File: config.mk
export PLATFORM = sky130hd
export DESIGN_NAME = kiss_random_generator
export DESIGN_NICKNAME = d
export VERILOG_FILES = /design/src/sv/krg_pkg.sv /design/src/sv/krg_gen.sv /design/src/sv/krg_div.sv /design/src/sv/kiss_random_generator.sv
export SDC_FILE = /design/constraint.sdc
export NUM_CORES = 2
export LEC_CHECK = 0
export BUFFER_PORTS_ARGS = -buffer_cell sky130_fd_sc_hd__buf_2
export CORE_AREA = 2 2 254 256
export CTS_CLUSTER_SIZE = 12
export DETAILED_ROUTE_END_ITERATION = 6
export DIE_AREA = 0 0 256 258
export MAX_ROUTING_LAYER = met4
export PLACE_DENSITY = 0.72
export SYNTH_ARGS = -nofsm -noshare
export SYNTH_HDL_FRONTEND = slang
export SYNTH_HIERARCHICAL = 1
export SYNTH_SLANG_ARGS = --single-unit
File: constraint.sdc
create_clock -name clk -period 13.2 [get_ports clk]
set_input_delay 2.64 -clock clk [delete_from_list [all_inputs] [get_ports clk]]
set_output_delay 2.64 -clock clk [all_outputs]
set_load 0.1 [all_outputs]
File: src/sv/krg_pkg.sv
`timescale 1ns / 1ps
`default_nettype none

package krg_pkg;

	localparam int unsigned WORD_W = 32;

	typedef logic [WORD_W-1:0] word_t;

	typedef enum logic [1:0] {
		OP_SEED   = 2'd0,
		OP_RAW    = 2'd1,
		OP_RANGED = 2'd2,
		OP_NONE   = 2'd3
	} op_t;

	typedef enum logic [1:0] {
		ST_OK        = 2'd0,
		ST_SEEDED    = 2'd1,
		ST_BAD_RANGE = 2'd2
	} status_t;

	localparam word_t LCG_MULT = 32'd69069;
	localparam word_t LCG_INC  = 32'd1;
	localparam int unsigned XS_A = 13;
	localparam int unsigned XS_B = 17;
	localparam int unsigned XS_C = 5;
	localparam int unsigned CARRY_SHIFT = 30;
	localparam int unsigned CARRY_W = 2;
	localparam word_t SIGN_FLIP = 32'h8000_0000;

	typedef struct packed {
		logic  load;
		logic  advance;
		word_t seed;
	} gen_cmd_t;

	typedef struct packed {
		logic  start;
		word_t dividend;
		word_t divisor;
	} div_cmd_t;

endpackage

`default_nettype wire

File: src/sv/krg_gen.sv
`timescale 1ns / 1ps
`default_nettype none

module krg_gen (
	input  wire               clk,
	input  wire               arst_n,
	input  krg_pkg::gen_cmd_t cmd,
	output krg_pkg::word_t    raw,
	output logic              seeded
);

	krg_pkg::word_t lcg_q, xs_q, lag_old_q, lag_new_q;
	logic [krg_pkg::CARRY_W-1:0] carry_q;
	logic seeded_q;

	krg_pkg::word_t seed_eff, lcg_next, xs_a, xs_b, xs_next, tmp, lag_next, carry_ext;

	always_comb begin
		seed_eff  = (cmd.seed == '0) ? krg_pkg::word_t'(1) : cmd.seed;
		carry_ext = {{(krg_pkg::WORD_W-krg_pkg::CARRY_W){1'b0}}, carry_q};
		lcg_next  = lcg_q * krg_pkg::LCG_MULT + krg_pkg::LCG_INC;
		xs_a      = xs_q ^ (xs_q << krg_pkg::XS_A);
		xs_b      = xs_a ^ (xs_a >> krg_pkg::XS_B);
		xs_next   = xs_b ^ (xs_b << krg_pkg::XS_C);
		tmp       = (lag_old_q >> 2) + (lag_new_q >> 3) + (carry_ext >> 2);
		lag_next  = (lag_new_q << 1) + lag_old_q + carry_ext;
	end

	always_ff @(posedge clk or negedge arst_n) begin
		if (!arst_n) begin
			lcg_q     <= '0;
			xs_q      <= '0;
			lag_old_q <= '0;
			lag_new_q <= '0;
			carry_q   <= '0;
			seeded_q  <= 1'b0;
		end else if (cmd.load) begin
			lcg_q     <= seed_eff | 32'd1;
			xs_q      <= seed_eff | 32'd2;
			lag_old_q <= seed_eff | 32'd4;
			lag_new_q <= seed_eff | 32'd8;
			carry_q   <= '0;
			seeded_q  <= 1'b1;
		end else if (cmd.advance) begin
			lcg_q     <= lcg_next;
			xs_q      <= xs_next;
			lag_old_q <= lag_new_q;
			lag_new_q <= lag_next;
			carry_q   <= tmp[krg_pkg::WORD_W-1:krg_pkg::CARRY_SHIFT];
		end
	end

	assign raw    = lcg_q + xs_q + lag_new_q;
	assign seeded = seeded_q;

endmodule

`default_nettype wire

File: src/sv/krg_div.sv
`timescale 1ns / 1ps
`default_nettype none

module krg_div (
	input  wire               clk,
	input  wire               arst_n,
	input  krg_pkg::div_cmd_t cmd,
	output logic              done,
	output krg_pkg::word_t    remainder
);

	localparam int unsigned CNT_W = $clog2(krg_pkg::WORD_W + 1);

	logic                 busy_q, done_q;
	logic [CNT_W-1:0]     cnt_q;
	krg_pkg::word_t       dvd_q, dvs_q, rem_q;
	logic [krg_pkg::WORD_W:0] shifted, diff;

	always_comb begin
		shifted = {rem_q, dvd_q[krg_pkg::WORD_W-1]};
		diff    = shifted - {1'b0, dvs_q};
	end

	always_ff @(posedge clk or negedge arst_n) begin
		if (!arst_n) begin
			busy_q <= 1'b0;
			done_q <= 1'b0;
			cnt_q  <= '0;
		end else begin
			done_q <= 1'b0;
			if (cmd.start) begin
				busy_q <= 1'b1;
				cnt_q  <= CNT_W'(krg_pkg::WORD_W);
			end else if (busy_q) begin
				cnt_q <= cnt_q - CNT_W'(1);
				if (cnt_q == CNT_W'(1)) begin
					busy_q <= 1'b0;
					done_q <= 1'b1;
				end
			end
		end
	end

	always_ff @(posedge clk) begin
		if (cmd.start) begin
			dvd_q <= cmd.dividend;
			dvs_q <= cmd.divisor;
			rem_q <= '0;
		end else if (busy_q) begin
			dvd_q <= dvd_q << 1;
			rem_q <= diff[krg_pkg::WORD_W] ? shifted[krg_pkg::WORD_W-1:0]
			                               : diff[krg_pkg::WORD_W-1:0];
		end
	end

	assign done      = done_q;
	assign remainder = rem_q;

endmodule

`default_nettype wire

File: src/sv/kiss_random_generator.sv
// KISS-style 32-bit random generator: a 69069 congruential word, a 13/17/5
// xorshift word and a carry-add lag pair, summed modulo 2^32. Operation 0
// seeds the state (only the first seed after reset is honored, a zero seed
// counts as 1), 1 draws a raw word and its Q1.31 fraction, 2 also returns
// range_min + raw mod (range_max - range_min + 1), or status 2 for a bad
// range. One transaction is in flight at a time and in_stall stays high
// until its result is taken. Seed, ignored and rejected operations can hand
// their result over in the cycle after accept; a raw draw passes the advance
// and sum states first, a ranged draw also the divide state, in which the
// restoring divider retires one remainder bit per cycle. After a result is
// taken the block goes back to idle before it takes the next transaction.
`timescale 1ns / 1ps
`default_nettype none

module kiss_random_generator (
	input  wire         clk,
	input  wire         arst_n,
	input  wire         in_valid,
	output logic        in_stall,
	input  wire  [1:0]  operation,
	input  wire  [31:0] seed,
	input  wire  signed [31:0] range_min,
	input  wire  signed [31:0] range_max,
	output logic        out_valid,
	input  wire         out_stall,
	output logic [1:0]  status,
	output logic [31:0] raw_value,
	output logic signed [31:0] signed_fraction,
	output logic signed [31:0] ranged_value
);

	typedef enum logic [2:0] {
		S_IDLE,
		S_ADV,
		S_SUM,
		S_DIV,
		S_OUT
	} state_t;

	state_t            state_q;
	logic              ranged_q;
	krg_pkg::status_t  status_q;
	krg_pkg::word_t    raw_q, ranged_val_q, min_q, span_q;
	krg_pkg::word_t    frac_q;
	logic              drew_q;

	krg_pkg::gen_cmd_t gen_cmd;
	krg_pkg::div_cmd_t div_cmd;
	krg_pkg::word_t    gen_raw, rem;
	logic              seeded, div_done, accept, bad_range;
	krg_pkg::word_t    span;

	assign accept    = in_valid && (state_q == S_IDLE);
	assign span      = krg_pkg::word_t'(range_max - range_min + 32'sd1);
	assign bad_range = (range_max <= range_min) || (span == '0);

	always_comb begin
		gen_cmd.load     = accept && (operation == krg_pkg::OP_SEED) && !seeded;
		gen_cmd.advance  = (state_q == S_ADV);
		gen_cmd.seed     = seed;
		div_cmd.start    = (state_q == S_SUM) && ranged_q;
		div_cmd.dividend = gen_raw;
		div_cmd.divisor  = span_q;
	end

	krg_gen u_gen (
		.clk    (clk),
		.arst_n (arst_n),
		.cmd    (gen_cmd),
		.raw    (gen_raw),
		.seeded (seeded)
	);

	krg_div u_div (
		.clk       (clk),
		.arst_n    (arst_n),
		.cmd       (div_cmd),
		.done      (div_done),
		.remainder (rem)
	);

	always_ff @(posedge clk or negedge arst_n) begin
		if (!arst_n) begin
			state_q      <= S_IDLE;
			ranged_q     <= 1'b0;
			status_q     <= krg_pkg::ST_OK;
			raw_q        <= '0;
			ranged_val_q <= '0;
			min_q        <= '0;
			span_q       <= '0;
		end else begin
			unique case (state_q)
				S_IDLE: begin
					if (accept) begin
						raw_q        <= '0;
						ranged_val_q <= '0;
						status_q     <= krg_pkg::ST_OK;
						ranged_q     <= 1'b0;
						min_q        <= krg_pkg::word_t'(range_min);
						span_q       <= span;
						state_q      <= S_OUT;
						case (operation)
							krg_pkg::OP_SEED: begin
								if (seeded)
									status_q <= krg_pkg::ST_SEEDED;
							end
							krg_pkg::OP_RAW: begin
								state_q <= S_ADV;
							end
							krg_pkg::OP_RANGED: begin
								if (bad_range) begin
									status_q <= krg_pkg::ST_BAD_RANGE;
								end else begin
									ranged_q <= 1'b1;
									state_q  <= S_ADV;
								end
							end
							default: begin
							end
						endcase
					end
				end
				S_ADV: begin
					state_q <= S_SUM;
				end
				S_SUM: begin
					raw_q   <= gen_raw;
					state_q <= ranged_q ? S_DIV : S_OUT;
				end
				S_DIV: begin
					if (div_done) begin
						ranged_val_q <= min_q + rem;
						state_q      <= S_OUT;
					end
				end
				S_OUT: begin
					if (!out_stall)
						state_q <= S_IDLE;
				end
				default: begin
					state_q <= S_IDLE;
				end
			endcase
		end
	end

	assign in_stall        = (state_q != S_IDLE);
	assign out_valid       = (state_q == S_OUT);
	assign status          = status_q;
	assign raw_value       = raw_q;
	assign signed_fraction = $signed(frac_q);
	assign ranged_value    = $signed(ranged_val_q);

	always_ff @(posedge clk or negedge arst_n) begin
		if (!arst_n) begin
			drew_q <= 1'b0;
		end else if (accept) begin
			drew_q <= 1'b0;
		end else if (state_q == S_SUM) begin
			drew_q <= 1'b1;
		end
	end

	always_ff @(posedge clk) begin
		if (accept)
			frac_q <= '0;
		else if (state_q == S_SUM)
			frac_q <= gen_raw ^ krg_pkg::SIGN_FLIP;
	end

	a_one_in_flight: assert property (@(posedge clk) disable iff (!arst_n)
		out_valid |-> in_stall)
		else $error("input taken while a result is pending");

	a_div_done_in_div: assert property (@(posedge clk) disable iff (!arst_n)
		div_done |-> (state_q == S_DIV))
		else $error("divider finished outside the divide state");

	a_bad_range_zero: assert property (@(posedge clk) disable iff (!arst_n)
		(out_valid && status_q == krg_pkg::ST_BAD_RANGE) |->
			(raw_q == '0 && ranged_val_q == '0 && !drew_q))
		else $error("rejected range produced a draw");

	a_ranged_in_span: assert property (@(posedge clk) disable iff (!arst_n)
		(out_valid && ranged_q) |-> ((ranged_val_q - min_q) < span_q))
		else $error("ranged value outside span");

	a_frac_matches: assert property (@(posedge clk) disable iff (!arst_n)
		(out_valid && drew_q) |-> (frac_q == (raw_q ^ krg_pkg::SIGN_FLIP)))
		else $error("fraction does not track raw word");

endmodule

`default_nettype wire

* After elaboration in Yosys (flattened, before gate mapping) *
Cells that the tools add are included.
W data, S select, Z words.

cells by class
  add/sub/neg operators = 11
  $mul = 1
  order comparisons = 1
  equality and inequality tests = 10
  muxes and demuxes = 38
  bitwise operators = 4
  reduce and logical (&&, ||, !) cells = 19

operators by type and width
  kind                      number
  $mux W32                  14
  $add A32 B32 Y32          4
  $pmux W32 S2              2
  $logic_not A32 Y1         2
  $xor A32 B32 Y32          2
  $sub A33 B32 Y33          1
  $add A32 B1 Y32 const B   1
  $add A32 B2 Y32           1
  $add A32 B2 Y32 const B   1
  $le A32 B32 Y1            1
  $mul A32 B17 Y32 const B  1
  $sub A32 B32 Y32          1
  $xor A32 B15 Y32          1
  $add A30 B29 Y31          1
  $mux W3                   5
  $pmux W3 S5               1
  $mux W6                   2
  $mux W1                   9
  $reduce_bool A2 Y1        4
  $eq A3 B2 Y1 const B      2
  $eq A6 B1 Y1 const B      1
  $mux W2                   3
  $pmux W3 S2               1
  $reduce_and A3 Y1         2
  other kinds (16)          21

storage, ports and cells
  flip-flop bits (word level) = 401
  input bits = 102
  output and inout bits = 100
  logic and storage cells = 104

* Logic depth before layout (Yosys ltp) *
  depth in word-level cells = 8
  depth in mapped cells = 20
  gate-level depth less buffers = 20

* Cells and area by module *
Netlist, hierarchy kept.

by module, submodules not included
  module                 instances  cells each  area each (µm²)  seq. area each (µm²)
  krg_gen                1          1861        17429.2          3253.1
  kiss_random_generator  1          1227        11111.9          3993.8
  krg_div                1          584         5899.4           2762.6

* Worst setup path before layout *
OpenSTA, ideal clock, no wires.

  path type = input-to-reg
  start = input range_min[1]
  end = register ranged_q
  setup time = 121 ps
  data arrival time = 5921 ps
  data required time = 13079 ps
  slack = 7158 ps
  cell stages on the path = 15
  path buffers = 0
  path through = inv_1 -> ha_1 -> inv_1 -> ha_1 -> fa_1 -> nor2b_1 -> o2111a_2 -> o31ai_1 -> nor2b_1 -> mux2i_1 -> nand4_1 -> or4_1 -> nor4_1 -> a21oi_1 -> a22o_1

on the way
  cells in the longest elaborated chain, start to end = 6
  elaborated cells between the ends (all ways) = 7
  those cells by class = add/sub: 2; order compare: 1; mux: 2; reduce/logical: 2

ends and longest elaborated chain
  what                    line                          text
  start: declaration      kiss_random_generator.sv:22   input wire signed [31:0] range_min,
  $sub A32 B32 Y32        kiss_random_generator.sv:54   assign span = krg_pkg::word_t'(range_max - range_min + 32'sd1);
  $add A32 B2 Y32         kiss_random_generator.sv:54
  $logic_not A32 Y1       kiss_random_generator.sv:55   assign bad_range = (range_max <= range_min) || (span == '0);
  $logic_or A1 B1 Y1 (*)  kiss_random_generator.sv:55
  $mux W1 (*)             kiss_random_generator.sv:111  if (bad_range) begin
  $mux W1 (*)             kiss_random_generator.sv:102  case (operation)
  end signal: assignment  kiss_random_generator.sv:85   ranged_q <= 1'b0;
  end signal: assignment  kiss_random_generator.sv:98   ranged_q <= 1'b0;
  end signal: assignment  kiss_random_generator.sv:114  ranged_q <= 1'b1;
  end: declaration        kiss_random_generator.sv:41   logic ranged_q;

Mark *: on every way between the ends. The rest lies on a longest branch, timed or not.
A chain may end at the register's enable or synchronous reset.

* Final worst setup path *
  start = register u_gen.lcg_q[10]
  end = register u_gen.lcg_q[31]

on the way
  cells in the longest elaborated chain, start to end = 4

ends and longest elaborated chain
  what                      line           text
  start: declaration        krg_gen.sv:12  krg_pkg::word_t lcg_q, xs_q, lag_old_q, lag_new_q;
  start signal: assignment  krg_gen.sv:38  lcg_q <= seed_eff | 32'd1;
  start signal: assignment  krg_gen.sv:45  lcg_q <= lcg_next;
  $mul A32 B17 Y32          krg_gen.sv:21  lcg_next = lcg_q * krg_pkg::LCG_MULT + krg_pkg::LCG_INC;
  $add A32 B1 Y32           krg_gen.sv:21
  $mux W32                  krg_gen.sv:44  end else if (cmd.advance) begin
  $mux W32                  krg_gen.sv:37  end else if (cmd.load) begin

Every way passes these cells. The select of a mux whose other input is x is not followed.

==> results.py <==
metrics = {
    "clock_network": {
        "clkLatencyLatePin_ps": 610,
        "root_buffer": "clkbuf_16",
        "cts.repair.resized": 0,
        "cts.reportedPaths.clkPinSlew_ps": 60,
        "h-tree-depth": 2,
        "cts_inserted_buffers": 46,
        "cts.sinks": 400,
        "clockBufferDepth": 3,
        "ctsHoldBuffers": 0,
        "tritoncts": "built",
        "cts_setup_buffers": 0,
    },
    "detailed_routing": {
        "route.detailed.drc": 0,
        "first_pass_iters": 5,
        "wl_met1_mm": 48.8,
        "dr_wl_met3_mm": 7.30,
        "antenna_left": 0,
        "wl_per_cell_um": 21.3,
        "vias": 28000,
        "dr.max_layer_used": "met4",
        "drt_iter0_markers": 2757,
        "met2_wirelength_mm": 42.5,
        "vias_per_cell": 5.96,
        "wl_mm": 100,
    },
    "synth": {
        "synth_ff_type": "dfrtp_1",
        "syn_area_per_cell_um2": 9.38,
        "synth_cell_type_count": 111,
        "synthCells": 3672,
        "ys_ff_latch": 400,
        "syn_nets": 4359,
        "yosys_warnings": 6,
        "async_flop_share_pct": 68.0,
        "synth_edf_count": 64,
        "yosysSeqAreaShare_pct": 29.1,
        "syn-cell-area_um2": 34400,
    },
    "critical_path": {
        "cp_slowest_cell": "dfrtp_1",
        "arrival_ps": 6990,
        "start_kind": "flip-flop",
        "critical_path_class": "reg2reg",
        "critPathCaptureType": "flip-flop",
        "worst-path-buf-inv": 4,
        "crit_required_ps": 13740,
        "r2r_cells": 20,
        "path_delay_family": "adder cells",
        "slowest_delay_ps": 670,
        "path_common_cell": "fa_1",
        "crit_fanout": 9,
        "crit_chain": "ha_1, inv_1, fa_1, fa_1, inv_1, fa_1, fa_1, inv_1, fa_1, inv_1, ha_1, a211oi_2, o2111ai_1, or3_4, and3_4, a2111oi_4, o31ai_2, or4_4, a21oi_2, nand3b_1",
        "cp.depth": 20,
    },
    "layout": {
        "final_cells": 4706,
        "area_growth_pct": 9.76,
        "drive_gt1_share_pct": 9.95,
        "finalNetCount": 4502,
        "fillCellCount": 5540,
        "design_area_um2": 37800,
    },
    "global_route": {
        "overflow": 0,
        "grt_use_total_pct": 31.2,
        "grt_max_degree": 158,
        "antenna_found_initial": 7,
        "grt_pass1_wl_mm": 157,
        "grt_pass1_vias": 26800,
    },
    "floorplanning": {
        "die_x_um": 256,
        "dieHeight_um": 258,
        "rows": 93,
        "core-area_um2": 63600,
        "io_pins": 202,
        "die-area_um2": 66000,
        "start_util_pct": 54.1,
    },
    "hold_path": {
        "hold_depth": 0,
        "min_path_type": "reg2reg",
    },
    "flow_run": {
        "cap_violations": 0,
    },
    "sta": {
        "period_share_pct": 48.9,
        "timing.final.setup_violations": 0,
        "max_slew.worst_pin.slew_ps": 1130,
        "worst_clock_skew_ps": 28.9,
        "fin_setup_tns_ps": 0,
        "postLayoutSetupSlackWorst_ps": 6750,
        "period_minus_slack_ps": 6450,
        "rsz0062_at_grt": "false",
        "fmax_ghz": 0.155,
        "final-hold-violation-count": 0,
        "drv_slew": 0,
        "slew_headroom_pct": 24.3,
    },
    "place": {
        "hpwl_mm": 78.1,
        "place.gp.congestion": 1.01,
        "postPlaceCellArea_um2": 36200,
        "pre_cts_ws_ps": 6610,
        "dp.cells": 4622,
        "io_buffers": 201,
    },
    "status": {
        "run_status": "complete, no violations",
    },
}
==> kinds of logic after synthesis <==
kind of cell    count (synthesis)  share of synthesized area [%]
compound gates                964                           18.5
simple gates                  870                           12.3
fa+ha+maj                     585                           25.5
buf+inv                       526                           5.78
flops                         400                           29.1
xor+xnor                      239                           6.21
mux                            88                           2.68
==> synth_stat cells, types with 14 or more instances <==
master	n	area share, %
edfxtp_1	64	5.6
nand4_1	33	0.60
xnor2_1	129	3.3
or3_1	15	0.27
a31oi_1	29	0.53
o31ai_1	21	0.46
nor2b_1	34	0.62
a21o_1	81	1.8
nor3_1	56	0.81
or2_2	14	0.25
a21oi_1	277	4.0
nor2_1	183	2.0
inv_1	401	4.4
clkbuf_1	103	1.1
o21bai_1	21	0.46
o211ai_1	31	0.68
mux2_2	34	1.1
fa_1	195	11
dfrtp_1	272	20
dfxtp_1	64	3.7
nor4_1	18	0.33
o21a_1	34	0.74
a311oi_1	23	0.58
o21ai_0	217	3.2
a22o_1	67	1.7
nand2b_1	31	0.56
and2_1	17	0.31
ha_1	390	14
mux2i_1	53	1.5
nand2_1	307	3.3
nand3b_1	21	0.46
and3_1	23	0.42
nand3_1	63	0.92
a211oi_1	27	0.59
a211o_1	15	0.38
xor2_1	105	2.7
nor3b_1	14	0.31
==> layer usage <==
metal / global-route usage, % / vias up
li1: - / 13200
met1: 47.8 / 13800
met2: 44.2 / 977
met3: 4.33 / 102
met4: 5.36 / 0
met5: - / -
==> state kept, by name (all words and copies together) (netlist names), 6 cells and up <==
name             count
signed_fraction     32
min_q               32
u_gen/lag_new_q     32
u_gen/lag_old_q     32
raw_value           32
ranged_value        32
u_div/dvd_q         32
u_div/remainder     32
u_gen/lcg_q         32
u_div/dvs_q         32
u_div/cnt_q          6
u_gen/xs_q          32
span_q              32
==> placed cells by master, fill, tap and decap left out, drive strengths merged, types with 31 or more instances in the layout <==
cell,netlist,routed
inv,401,404
ha,390,390
nand2,307,307
a21oi,280,280
dfrtp,272,272
o21ai,221,221
buf,21,219
fa,195,195
nor2,183,183
xnor2,132,132
xor2,106,106
a21o,84,84
a22o,67,67
dfxtp,64,64
edfxtp,64,64
nand3,63,63
clkbuf,103,58
nor3,57,57
mux2i,53,53
o21a,35,35
mux2,35,35
nor2b,34,34
nand4,34,34
nand2b,32,32
a31oi,32,32
o211ai,31,31
==> through the flow <==
step	hold slack, ps	util, %
6_report	447	59.4
4_1_cts	449	59.4
2_1_floorplan	421	-
3_5_place_dp	435	56.9
3_3_place_gp	427	56.9
5_1_grt	465	59.4
==> layout make-up <==
cell class,instances,area [um^2],share of cell area [%]
Multi-Input combinational cell,2746,22500,59.5
Tap cell,855,1070,2.83
Clock buffer,58,1210,3.19
Sequential cell,400,10000,26.5
Antenna cell,3,7.51,0.0199
Timing Repair Buffer,219,1160,3.08
Clock inverter,23,359,0.950
Inverter,402,1510,4.00
==> final timing paths <==
check / start / end / slack [ps]
setup reg to reg: u_gen/lcg_q[10] / u_gen/lcg_q[31] / 6750
min in group asynchronous: arst_n / u_gen/lag_new_q[24] / 2100
hold / removal: span_q[24] / u_div/dvs_q[24] / 450
max in group asynchronous: arst_n / ranged_value[10] / 9580
setup / recovery: u_gen/lcg_q[10] / u_gen/lcg_q[31] / 6750
hold reg to reg: span_q[24] / u_div/dvs_q[24] / 450
Power is not shown: default switching activity piles up to over one toggle a cycle in this logic, so the estimate is an artifact.
